===== src/rtl/rus_pkg.sv =====
package rus_pkg;

  localparam int ADDR_W   = 22;
  localparam int VALUE_W  = 16;
  localparam int SCALE_W  = 4;
  localparam int HEIGHT_W = 10;
  localparam int STRIDE_W = 13;
  localparam int TOP_W    = 10;
  localparam int GRAY_W   = 8;
  localparam int COL_W    = 11;
  localparam int ROW_W    = 10;
  localparam int CHAN_W   = 8;

  localparam int CFG_W     = 13;
  localparam int REG_IDX_W = 3;

  localparam int BAND_ROWS = 8;

  localparam logic [REG_IDX_W-1:0] REG_SCALE        = 3'd0;
  localparam logic [REG_IDX_W-1:0] REG_HEIGHT       = 3'd1;
  localparam logic [REG_IDX_W-1:0] REG_STRIDE       = 3'd2;
  localparam logic [REG_IDX_W-1:0] REG_CAPTION_ON   = 3'd3;
  localparam logic [REG_IDX_W-1:0] REG_CAPTION_TOP  = 3'd4;
  localparam logic [REG_IDX_W-1:0] REG_CAPTION_GRAY = 3'd5;

  localparam logic [SCALE_W-1:0]  SCALE_RST  = 4'd1;
  localparam logic [HEIGHT_W-1:0] HEIGHT_RST = 10'd1;
  localparam logic [STRIDE_W-1:0] STRIDE_RST = 13'd720;

  typedef struct packed {
    logic [SCALE_W-1:0]  scale;
    logic [HEIGHT_W-1:0] height;
    logic [STRIDE_W-1:0] stride;
    logic                caption_on;
    logic [TOP_W-1:0]    caption_top;
    logic [GRAY_W-1:0]   caption_gray;
  } rus_cfg_t;

  // One pixel handed to the replicator: first address, packed colour, clamped scale
  typedef struct packed {
    logic [ADDR_W-1:0]  addr;
    logic [VALUE_W-1:0] value;
    logic [SCALE_W-1:0] scale;
  } rus_item_t;

  function automatic logic [VALUE_W-1:0] pack565(input logic [CHAN_W-1:0] r,
                                                  input logic [CHAN_W-1:0] g,
                                                  input logic [CHAN_W-1:0] b);
    return {r[7:3], g[7:2], b[7:3]};
  endfunction

endpackage


===== src/rtl/rus_if.sv =====
interface rus_in_if;
  import rus_pkg::*;

  logic              valid;
  logic              ready;
  logic [COL_W-1:0]  column;
  logic [ROW_W-1:0]  row;
  logic [CHAN_W-1:0] red;
  logic [CHAN_W-1:0] green;
  logic [CHAN_W-1:0] blue;
  logic              caption_mask;

  modport source (output valid, column, row, red, green, blue, caption_mask,
                  input ready);
  modport sink   (input valid, column, row, red, green, blue, caption_mask,
                  output ready);
endinterface

interface rus_out_if;
  import rus_pkg::*;

  logic               valid;
  logic               ready;
  logic [ADDR_W-1:0]  pixel_address;
  logic [VALUE_W-1:0] pixel_value;
  logic               last;

  modport source (output valid, pixel_address, pixel_value, last, input ready);
  modport sink   (input valid, pixel_address, pixel_value, last, output ready);
endinterface


===== src/rtl/rus_expand.sv =====
module rus_expand #(
  parameter int MAX_SCALE = 8
) (
  input  logic                        clk,
  input  logic                        rst,
  input  logic [rus_pkg::STRIDE_W-1:0] stride,
  input  rus_pkg::rus_item_t           item,
  input  logic                        item_valid,
  output logic                        item_ready,
  rus_out_if.source                   pix_out
);
  import rus_pkg::*;

  localparam int CW = (MAX_SCALE > 1) ? $clog2(MAX_SCALE) : 1;

  logic               out_valid;
  logic [ADDR_W-1:0]  addr;
  logic [ADDR_W-1:0]  row_addr;
  logic [VALUE_W-1:0] value;
  logic [CW-1:0]      cx;
  logic [CW-1:0]      cy;
  logic [CW-1:0]      s_m1;
  logic               last;

  logic               row_wrap;
  logic               step;
  logic [CW-1:0]      cx_next;
  logic [CW-1:0]      cy_next;
  logic [ADDR_W-1:0]  row_addr_next;
  logic [ADDR_W-1:0]  addr_next;
  logic [ADDR_W-1:0]  stride_ext;
  logic [CW-1:0]      item_s_m1;

  assign item_ready = !out_valid || (pix_out.ready && last);
  assign step       = out_valid && pix_out.ready && !last;
  assign stride_ext = ADDR_W'(stride);
  assign item_s_m1  = CW'(item.scale - SCALE_W'(1));

  // cy runs inside cx; a new cx moves down one physical row
  always_comb begin
    row_wrap      = (cy == s_m1);
    cx_next       = row_wrap ? cx + CW'(1) : cx;
    cy_next       = row_wrap ? '0 : cy + CW'(1);
    row_addr_next = row_wrap ? row_addr + stride_ext : row_addr;
    addr_next     = row_wrap ? row_addr + stride_ext : addr + ADDR_W'(1);
  end

  always_ff @(posedge clk) begin
    if (rst) begin
      out_valid <= 1'b0;
    end else if (item_ready) begin
      out_valid <= item_valid;
    end
  end

  always_ff @(posedge clk) begin
    if (item_ready) begin
      addr     <= item.addr;
      row_addr <= item.addr;
      value    <= item.value;
      cx       <= '0;
      cy       <= '0;
      s_m1     <= item_s_m1;
      last     <= (item_s_m1 == '0);
    end else if (step) begin
      addr     <= addr_next;
      row_addr <= row_addr_next;
      cx       <= cx_next;
      cy       <= cy_next;
      last     <= (cx_next == s_m1) && (cy_next == s_m1);
    end
  end

  assign pix_out.valid         = out_valid;
  assign pix_out.pixel_address = addr;
  assign pix_out.pixel_value   = value;
  assign pix_out.last          = last;

endmodule


===== src/rtl/rotate_upscale_rgb565_scanout_unit.sv =====
// Rotating, upscaling RGB565 scanout writer.
// pix_in takes one logical RGB888 pixel with column, row and caption mask on a
// valid/ready handshake. pix_out gives scale*scale buffer words per pixel, each
// with the physical address and the RGB565 value, cx outer and cy inner; the
// final word of a pixel carries last.
// Registers are written through wr_en/wr_index/wr_data; the user must write
// them only while idle, as the block does not enforce it. Pipeline:
// caption/pack/first multiply, then row and column products, then the start
// address sum, then the replicating output register. A pixel passes stages
// A, B and C before its first word enters the output register. Throughput is
// one word per cycle while the receiver is ready; the front stages keep
// taking pixels while the output replicates.
// A stalled receiver holds the current word; the front stages fill and then
// drop ready. Reset empties all stages and loads scale 1, height 1,
// stride 720, caption off.
module rotate_upscale_rgb565_scanout_unit #(
  parameter int MAX_SCALE = 8
) (
  input  logic                          clk,
  input  logic                          rst,
  input  logic                          wr_en,
  input  logic [rus_pkg::REG_IDX_W-1:0] wr_index,
  input  logic [rus_pkg::CFG_W-1:0]     wr_data,
  rus_in_if.sink                        pix_in,
  rus_out_if.source                     pix_out
);
  import rus_pkg::*;

  localparam logic [SCALE_W-1:0] MAX_S = SCALE_W'(MAX_SCALE);
  localparam int BASE_W = COL_W + SCALE_W;

  rus_cfg_t cfg;

  always_ff @(posedge clk) begin
    if (rst) begin
      cfg.scale        <= SCALE_RST;
      cfg.height       <= HEIGHT_RST;
      cfg.stride       <= STRIDE_RST;
      cfg.caption_on   <= 1'b0;
      cfg.caption_top  <= '0;
      cfg.caption_gray <= '0;
    end else if (wr_en) begin
      unique case (wr_index)
        REG_SCALE:        cfg.scale        <= wr_data[SCALE_W-1:0];
        REG_HEIGHT:       cfg.height       <= wr_data[HEIGHT_W-1:0];
        REG_STRIDE:       cfg.stride       <= wr_data[STRIDE_W-1:0];
        REG_CAPTION_ON:   cfg.caption_on   <= wr_data[0];
        REG_CAPTION_TOP:  cfg.caption_top  <= wr_data[TOP_W-1:0];
        REG_CAPTION_GRAY: cfg.caption_gray <= wr_data[GRAY_W-1:0];
        default: ;
      endcase
    end
  end

  // Stage A: clamp scale, caption replace, pack, column product
  logic                a_valid;
  logic [SCALE_W-1:0]  a_scale;
  logic [VALUE_W-1:0]  a_value;
  logic [BASE_W-1:0]   a_base_row;
  logic [ADDR_W-1:0]   a_hrow;

  // Stage B: row and column products
  logic                b_valid;
  logic [SCALE_W-1:0]  b_scale;
  logic [VALUE_W-1:0]  b_value;
  logic [ADDR_W-1:0]   b_prod_row;
  logic [ADDR_W-1:0]   b_prod_col;

  // Stage C: start address
  logic                c_valid;
  rus_item_t           c_item;

  logic                a_ready;
  logic                b_ready;
  logic                c_ready;
  logic                in_take;
  logic                expand_ready;

  logic [SCALE_W-1:0]  s_clamp;
  logic                in_band;
  logic                gray_on;
  logic [VALUE_W-1:0]  in_value;
  logic [ADDR_W-1:0]   in_hrow;

  always_comb begin
    priority if (cfg.scale == '0) begin
      s_clamp = SCALE_W'(1);
    end else if (cfg.scale > MAX_S) begin
      s_clamp = MAX_S;
    end else begin
      s_clamp = cfg.scale;
    end
    // band compare is one bit wider so top + 8 does not wrap
    in_band = ({1'b0, pix_in.row} >= {1'b0, cfg.caption_top}) &&
              ({1'b0, pix_in.row} < ({1'b0, cfg.caption_top} + (TOP_W + 1)'(BAND_ROWS)));
    gray_on = cfg.caption_on && pix_in.caption_mask && in_band;
    in_value = gray_on ? pack565(cfg.caption_gray, cfg.caption_gray, cfg.caption_gray)
                       : pack565(pix_in.red, pix_in.green, pix_in.blue);
    in_hrow  = ADDR_W'(cfg.height) - ADDR_W'(1) - ADDR_W'(pix_in.row);
  end

  assign c_ready      = !c_valid || expand_ready;
  assign b_ready      = !b_valid || c_ready;
  assign a_ready      = !a_valid || b_ready;
  assign pix_in.ready = a_ready;
  assign in_take      = pix_in.valid && a_ready;

  always_ff @(posedge clk) begin
    if (rst) begin
      a_valid <= 1'b0;
      b_valid <= 1'b0;
      c_valid <= 1'b0;
    end else begin
      if (a_ready) a_valid <= pix_in.valid;
      if (b_ready) b_valid <= a_valid;
      if (c_ready) c_valid <= b_valid;
    end
  end

  always_ff @(posedge clk) begin
    if (in_take) begin
      a_scale    <= s_clamp;
      a_value    <= in_value;
      a_base_row <= BASE_W'(pix_in.column) * BASE_W'(s_clamp);
      a_hrow     <= in_hrow;
    end
    if (b_ready && a_valid) begin
      b_scale    <= a_scale;
      b_value    <= a_value;
      b_prod_row <= ADDR_W'(a_base_row) * ADDR_W'(cfg.stride);
      b_prod_col <= ADDR_W'(a_hrow * ADDR_W'(a_scale));
    end
    if (c_ready && b_valid) begin
      c_item.addr  <= b_prod_row + b_prod_col;
      c_item.value <= b_value;
      c_item.scale <= b_scale;
    end
  end

  rus_expand #(
    .MAX_SCALE (MAX_SCALE)
  ) u_expand (
    .clk        (clk),
    .rst        (rst),
    .stride     (cfg.stride),
    .item       (c_item),
    .item_valid (c_valid),
    .item_ready (expand_ready),
    .pix_out    (pix_out)
  );

endmodule

===== src/flat_wrapper.sv =====
// flat-port wrapper written by rule: the top's interface ports become plain ports
module rotate_upscale_rgb565_scanout_unit_flat import rus_pkg::*;
#(
  parameter int MAX_SCALE = 8
)
  (clk, rst, wr_en, wr_index, wr_data, pix_in_valid, pix_in_column, pix_in_row, pix_in_red, pix_in_green, pix_in_blue, pix_in_caption_mask, pix_in_ready, pix_out_valid, pix_out_pixel_address, pix_out_pixel_value, pix_out_last, pix_out_ready);
  rus_in_if pix_in_i ();
  rus_out_if pix_out_i ();
  input  logic clk;
  input  logic rst;
  input  logic wr_en;
  input  logic [rus_pkg::REG_IDX_W-1:0] wr_index;
  input  logic [rus_pkg::CFG_W-1:0] wr_data;
  input wire logic [$bits(pix_in_i.valid)-1:0] pix_in_valid;
  input wire logic [$bits(pix_in_i.column)-1:0] pix_in_column;
  input wire logic [$bits(pix_in_i.row)-1:0] pix_in_row;
  input wire logic [$bits(pix_in_i.red)-1:0] pix_in_red;
  input wire logic [$bits(pix_in_i.green)-1:0] pix_in_green;
  input wire logic [$bits(pix_in_i.blue)-1:0] pix_in_blue;
  input wire logic [$bits(pix_in_i.caption_mask)-1:0] pix_in_caption_mask;
  output wire logic [$bits(pix_in_i.ready)-1:0] pix_in_ready;
  output wire logic [$bits(pix_out_i.valid)-1:0] pix_out_valid;
  output wire logic [$bits(pix_out_i.pixel_address)-1:0] pix_out_pixel_address;
  output wire logic [$bits(pix_out_i.pixel_value)-1:0] pix_out_pixel_value;
  output wire logic [$bits(pix_out_i.last)-1:0] pix_out_last;
  input wire logic [$bits(pix_out_i.ready)-1:0] pix_out_ready;
  assign pix_in_i.valid = pix_in_valid;
  assign pix_in_i.column = pix_in_column;
  assign pix_in_i.row = pix_in_row;
  assign pix_in_i.red = pix_in_red;
  assign pix_in_i.green = pix_in_green;
  assign pix_in_i.blue = pix_in_blue;
  assign pix_in_i.caption_mask = pix_in_caption_mask;
  assign pix_in_ready = pix_in_i.ready;
  assign pix_out_valid = pix_out_i.valid;
  assign pix_out_pixel_address = pix_out_i.pixel_address;
  assign pix_out_pixel_value = pix_out_i.pixel_value;
  assign pix_out_last = pix_out_i.last;
  assign pix_out_i.ready = pix_out_ready;
  rotate_upscale_rgb565_scanout_unit #(.MAX_SCALE(MAX_SCALE)) u_core (.clk(clk), .rst(rst), .wr_en(wr_en), .wr_index(wr_index), .wr_data(wr_data), .pix_in(pix_in_i), .pix_out(pix_out_i));
endmodule

===== config.mk =====
export PLATFORM = sky130hd
export DESIGN_NAME = rotate_upscale_rgb565_scanout_unit_flat
export DESIGN_NICKNAME = d
export VERILOG_FILES = /design/src/rtl/rus_pkg.sv /design/src/rtl/rus_if.sv /design/src/rtl/rus_expand.sv /design/src/rtl/rotate_upscale_rgb565_scanout_unit.sv /design/src/flat_wrapper.sv
export SDC_FILE = /design/constraint.sdc
export NUM_CORES = 1
export LEC_CHECK = 0
export BUFFER_PORTS_ARGS = -buffer_cell sky130_fd_sc_hd__buf_4
export CAP_MARGIN = 20
export CORE_ASPECT_RATIO = 1.4
export CORE_MARGIN = 4
export CORE_UTILIZATION = 60
export DETAILED_ROUTE_END_ITERATION = 7
export PLACE_DENSITY = 0.82
export REMOVE_ABC_BUFFERS = 1
export SYNTH_ARGS = -nofsm -noshare
export SYNTH_HDL_FRONTEND = slang
export SYNTH_SLANG_ARGS = --single-unit

===== constraint.sdc =====
create_clock -name clk -period 6.3 [get_ports clk]
set_clock_uncertainty 0.05 [all_clocks]
set_input_delay 0.63 -clock clk [delete_from_list [all_inputs] [get_ports clk]]
set_output_delay 0.63 -clock clk [all_outputs]
set_load 0.05 [all_outputs]

---- Word level (Yosys, flattened, before mapping) ----
Cells that the tools add are included.
operators by class
  add/sub/neg operators ................... 9
  multipliers ............................. 3
  div/mod/pow operators ................... 0
  $lt $le $gt $ge ......................... 3
  equality and inequality tests ........... 8
  shifts and indexed selects .............. 0
  mux-type cells .......................... 13
  bitwise gates (word level) .............. 0
  reductions and logical operators ........ 31
operators with widths
  kind                                                  count
  2-to-1 mux 22 bit                                     6
  adder 22 x 1 -> 22 bit, second input constant         1
  adder 22 x 13 -> 22 bit                               1
  adder 22 bit                                          1
  multiplier 15 x 13 -> 22 bit                          1
  multiplier 22 x 4 -> 22 bit                           1
  subtractor 22 x 10 -> 22 bit                          1
  2-to-1 mux 16 bit                                     1
  multiplier 11 x 4 -> 15 bit                           1
  AND reduction 2 bit                                   7
  adder 10 x 4 -> 11 bit, second input constant         1
  < comparator 10 x 11 -> 1 bit                         1
  subtractor 10 x 1 -> 11 bit, second input constant    1
  greater-or-equal comparator 10 bit                    1
  logical AND 1 bit                                     10
  equality test 3 bit                                   3
  2-to-1 mux 4 bit                                      2
  adder 3 x 1 -> 3 bit, second input constant           2
  equality test 3 x 2 -> 1 bit, second input constant   2
  equality test 3 bit, second input constant            2
  zero test 3 bit                                       2
  2-to-1 mux 3 bit                                      2
  zero test 1 bit                                       5
  greater-than comparator 4 bit, second input constant  1
  6 further kinds                                       11
storage, ports and cells
  register bits after elaboration ......... 281
  bits in latches ......................... 0
  bits in writable memories ............... 0
  bits in read-only memories .............. 0
  input port bits ......................... 67
  output and inout bits ................... 41
  logic and storage cells ................. 95
  memories kept ........................... 0

---- Longest topological paths before layout ----
  depth in word-level cells ............... 6
  gate-level depth with buffers ........... 20

---- Cells and area by module ----
From an unflattened synthesis, not the netlist that was laid out.
unflattened totals
  cells, all modules ...................... 2,108
  area, all modules ....................... 21,219.1 µm²
modules (own cells, without submodules)
  module                              instances  cells an instance  area each (µm²)  sequential area each (µm²)
  rotate_upscale_rgb565_scanout_unit  1          1,672              16,851.2         5,535.3
  rus_expand                          1          436                4,367.9          2,062.0

---- Worst setup path before layout ----
Ideal clock, no wire load.
  path kind ............................... input -> register
  from .................................... in pix_out_ready
  to ...................................... reg u_core.b_prod_col[0] (enable)
  arrival time ............................ 4.738 ns
  data required time ...................... 5.728 ns
  path slack .............................. 0.990 ns
  cell stages on the path ................. 6
  buffers on the path ..................... 3
  cell sequence ........................... clkbuf_1 -> nand2_1 -> and2_1 -> clkbuf_1 -> clkbuf_1 -> a31oi_1
between the ends
  word-level cells in the longest chain between the ends .. 5
RTL lines
  item                  line                                       text
  start, declared       flat_wrapper.sv:26                         input wire logic [$bits(pix_out_i.ready)-1:0] pix_out_ready;
  logical AND 1 bit     rus_expand.sv:34                           assign item_ready = !out_valid || (pix_out.ready && last);
  logical OR 1 bit      rus_expand.sv:34
  logical OR 1 bit      rotate_upscale_rgb565_scanout_unit.sv:102  assign c_ready = !c_valid || expand_ready;
  logical OR 1 bit      rotate_upscale_rgb565_scanout_unit.sv:103  assign b_ready = !b_valid || c_ready;
  logical AND 1 bit     rotate_upscale_rgb565_scanout_unit.sv:127  if (b_ready && a_valid) begin
  end signal, assigned  rotate_upscale_rgb565_scanout_unit.sv:131  b_prod_col <= ADDR_W'(a_hrow * ADDR_W'(a_scale));
  end, declared         rotate_upscale_rgb565_scanout_unit.sv:67   logic [ADDR_W-1:0] b_prod_col;
Every way passes these cells.
A chain may end at the register's enable or synchronous reset.

---- Worst setup path after layout ----
  from .................................... reg u_core.a_base_row[4]
  to ...................................... reg u_core.b_prod_row[21], data pin
between the ends
  word-level cells in the longest chain between the ends .. 1
RTL lines
  item                          line                                       text
  start, declared               rotate_upscale_rgb565_scanout_unit.sv:59   logic [BASE_W-1:0] a_base_row;
  start signal, assigned        rotate_upscale_rgb565_scanout_unit.sv:124  a_base_row <= BASE_W'(pix_in.column) * BASE_W'(s_clamp);
  multiplier 15 x 13 -> 22 bit  rotate_upscale_rgb565_scanout_unit.sv:130  b_prod_row <= ADDR_W'(a_base_row) * ADDR_W'(cfg.stride);
  end signal, assigned          rotate_upscale_rgb565_scanout_unit.sv:130
  end, declared                 rotate_upscale_rgb565_scanout_unit.sv:66   logic [ADDR_W-1:0] b_prod_row;
Every way passes these cells.

==> out/metrics.csv <==
metric,value,unit
status,"complete, no violations",
layout-drive-gt1-share,0.0901,
cap_violations,0,
grt_overflow_total,0,
cts_sinks,279,
routed_via_density,5.76,
dr.first_iter.drc_count,964,
critPathKind,flip-flop to flip-flop,
synth-seq-cells,279,
p_per_area,313,nW/µm²
synth_flop_cell,edfxtp_1,
layout_common_cells,"nand2_1 (332), inv_1 (293), edfxtp_1 (225)",
grt_pass1_vias,16900,
routedWlPerCell,17.5,µm
grt_use_total,0.247,
finalCritPeriodShare,0.925,
syn_inst,2207,
multi_input_area,12900,µm²
tns,0,ns
power.leakage,10.8,nW
grt_pass1_wl,81100,µm
wl,48600,µm
port_buffers,99,
cts_tree,yes,
root_buffer,clkbuf_16,
min_path_cells,3,
cts_hold_buffers,0,
hp-class,input pin to flip-flop,
avgSynthCellArea,9.99,µm²
cts_buffers,29,
fillers,2635,
fin_ws,0.475,ns
final-hold-violation-count,0,
max_freq,172,MHz
end_kind,flip-flop,
initial_core_util,0.612,
rsz0062_at_grt,no,
place_ws,0.516,ns
ff2ff_path_depth,18,
place_inst,2727,
synth_edf_count,225,
drc_errors,0,
coreArea,36000,µm²
finalCriticalPeriod,5.82,ns
rows,82,
clock_path_buffers,3,
start_kind,flip-flop,
ios,108,
worstPathMaxFanout,13,
grt_max_degree,64,
worst-slew-pin-transition,0.988,ns
finalMaxSlewViolations,0,
area_growth,10.5,%
netlist_area,22000,µm²
cts_setup_buffers,0,
worstHoldStart,pix_in_valid,
routabilityCongestion,0.904,
yosysSeqAreaShare,0.356,
clk_latency,0.59,ns
htree_levels,1,
required,6.58,ns
rrSetupSlack,0.48,ns
r2r-start,u_core.a_base_row[4],
synth.distinct_cells,64,
yosys_warnings,0,
mostFrequentLayoutCell,nand2_1,
cts_resized,0,
setup_viol,0,
vdd_drop_max,0.268,mV
die_h,235,µm
async_reset_ff_frac,0,
drt_pass1_iterations,5,
seq_area,7840,µm²
antenna_found_initial,0,
final_net_count,2710,
antenna_cells,0,
instances_no_fill,2781,
crit_arrival,6.11,ns
hold_end,u_core.a_valid,
drtAntennaViolNets,0,
maxSlewHeadroom,0.340,
vias,16000,
hpwl,37500,µm
die-area,39900,µm²
path_clk_slew,0.07,ns
rr_endpoint,u_core.b_prod_row[21],
fp.dieW,170,µm
[logic make-up (layout without fill, tap and decap cells)]
| kind of cell | Yosys count | count (layout) | synth area share |
|---|---|---|---|
| AOI/OAI and AO/OA | 334 | 334 | 0.0972 |
| muxes | 28 | 28 | 0.0154 |
| adders and majority gates | 346 | 346 | 0.260 |
| DFF | 279 | 279 | 0.356 |
| xor gates and xnor gates | 139 | 139 | 0.0552 |
| buffers and inverters | 361 | 473 | 0.0618 |
| and+or+nand+nor | 720 | 720 | 0.154 |
[how the worst max path moves through the flow]
stage | from | to | slack, ns | depth (start not counted)
final | u_core.a_base_row[4] | u_core.b_prod_row[21] | 0.48 | 18
after global routing | u_core.cfg[28] | u_core.b_prod_row[21] | 0.29 | 16
after CTS | u_core.a_base_row[4] | u_core.b_prod_row[21] | 0.52 | 18
after detailed placement | u_core.a_base_row[4] | u_core.b_prod_row[21] | 0.52 | 18
after global placement | u_core.a_base_row[9] | u_core.b_prod_row[21] | 0.64 | 18
after floorplan | u_core.a_base_row[11] | u_core.b_prod_row[21] | 1.13 | 18
[layer usage]
layer / vias to the layer above / global-route usage / routed length, µm
met4: 0 / 0.105 / 2310
met2: 519 / 0.456 / 26000
met5: - / 0 / 0
met3: 163 / 0.0274 / 2260
met1: 7837 / 0.287 / 18100
li1: 7497 / - / -
[cell usage after synthesis, drive strengths merged (12+ instances only)]
| cell type | n | area share |
|---|---|---|
| clkbuf | 62 | 0.011 |
| nand2 | 332 | 0.057 |
| o211ai | 14 | 0.0048 |
| nand3 | 33 | 0.0075 |
| nand2b | 13 | 0.0037 |
| xnor2 | 97 | 0.039 |
| fa | 188 | 0.17 |
| and3 | 12 | 0.0034 |
| o21a | 22 | 0.0075 |
| and2 | 146 | 0.041 |
| dfxtp | 54 | 0.049 |
| o21ai | 66 | 0.015 |
| nor3 | 28 | 0.0064 |
| edfxtp | 225 | 0.31 |
| nor2b | 13 | 0.0040 |
| mux2 | 17 | 0.010 |
| ha | 158 | 0.090 |
| nor2 | 97 | 0.017 |
| inv | 294 | 0.050 |
| a21o | 29 | 0.0099 |
| a21oi | 117 | 0.027 |
| xor2 | 42 | 0.017 |
[worst max-delay path, cell delays in order (launching register included)]
cell and delay (ns):
edfxtp_1 0.63, and2_1 0.29, fa_1 0.51, inv_1 0.06
fa_1 0.53, inv_1 0.05, fa_1 0.46, fa_1 0.51
inv_1 0.05, fa_1 0.48, inv_1 0.05, ha_1 0.34
a21o_1 0.18, a21oi_1 0.33, a21oi_1 0.11, a211oi_1 0.48
a211o_1 0.23, o21ai_0 0.11, xnor2_1 0.14
[flip-flops by register name, summed over array words and instances (netlist names), 4 cells and up]
register	cells
u_core.u_expand.pix_out.pixel_address	22
u_core.a_value	16
u_core.a_hrow	22
u_core.a_base_row	15
u_core.b_prod_row	22
u_core.b_prod_col	22
u_core.c_item	41
u_core.a_scale	4
u_core.cfg	44
u_core.b_value	16
u_core.u_expand.pix_out.pixel_value	16
u_core.u_expand.row_addr	22
[metrics by stage]
stage	power, mW	hold WS [ns]	cell area, µm²	util
2_1_floorplan	4.94	0.350	21800	-
3_3_place_gp	5.66	0.350	23300	0.648
3_5_place_dp	5.83	0.355	23300	0.648
4_1_cts	7.65	0.233	24300	0.676
5_1_grt	8.13	0.252	24400	0.676
6_report	7.63	0.252	24400	0.676
[report_power, final]
group          total, mW  internal, mW  switching (mW)  leakage, nW
clock network       1.80          1.06           0.741        0.502
registers           2.55          2.39           0.158         2.61
logic               3.28          1.34            1.94         7.69
total               7.63          4.79            2.84         10.8
[cell type report]
class	instances	share of cell area
Multi-Input combinational cell	1567	0.528
Clock inverter	15	0.00735
Tap cell	462	0.0237
Sequential cell	279	0.322
Timing Repair Buffer	126	0.0392
Clock buffer	38	0.0341
Inverter	294	0.0453
Note: power is estimated with default switching activity, not from simulation.
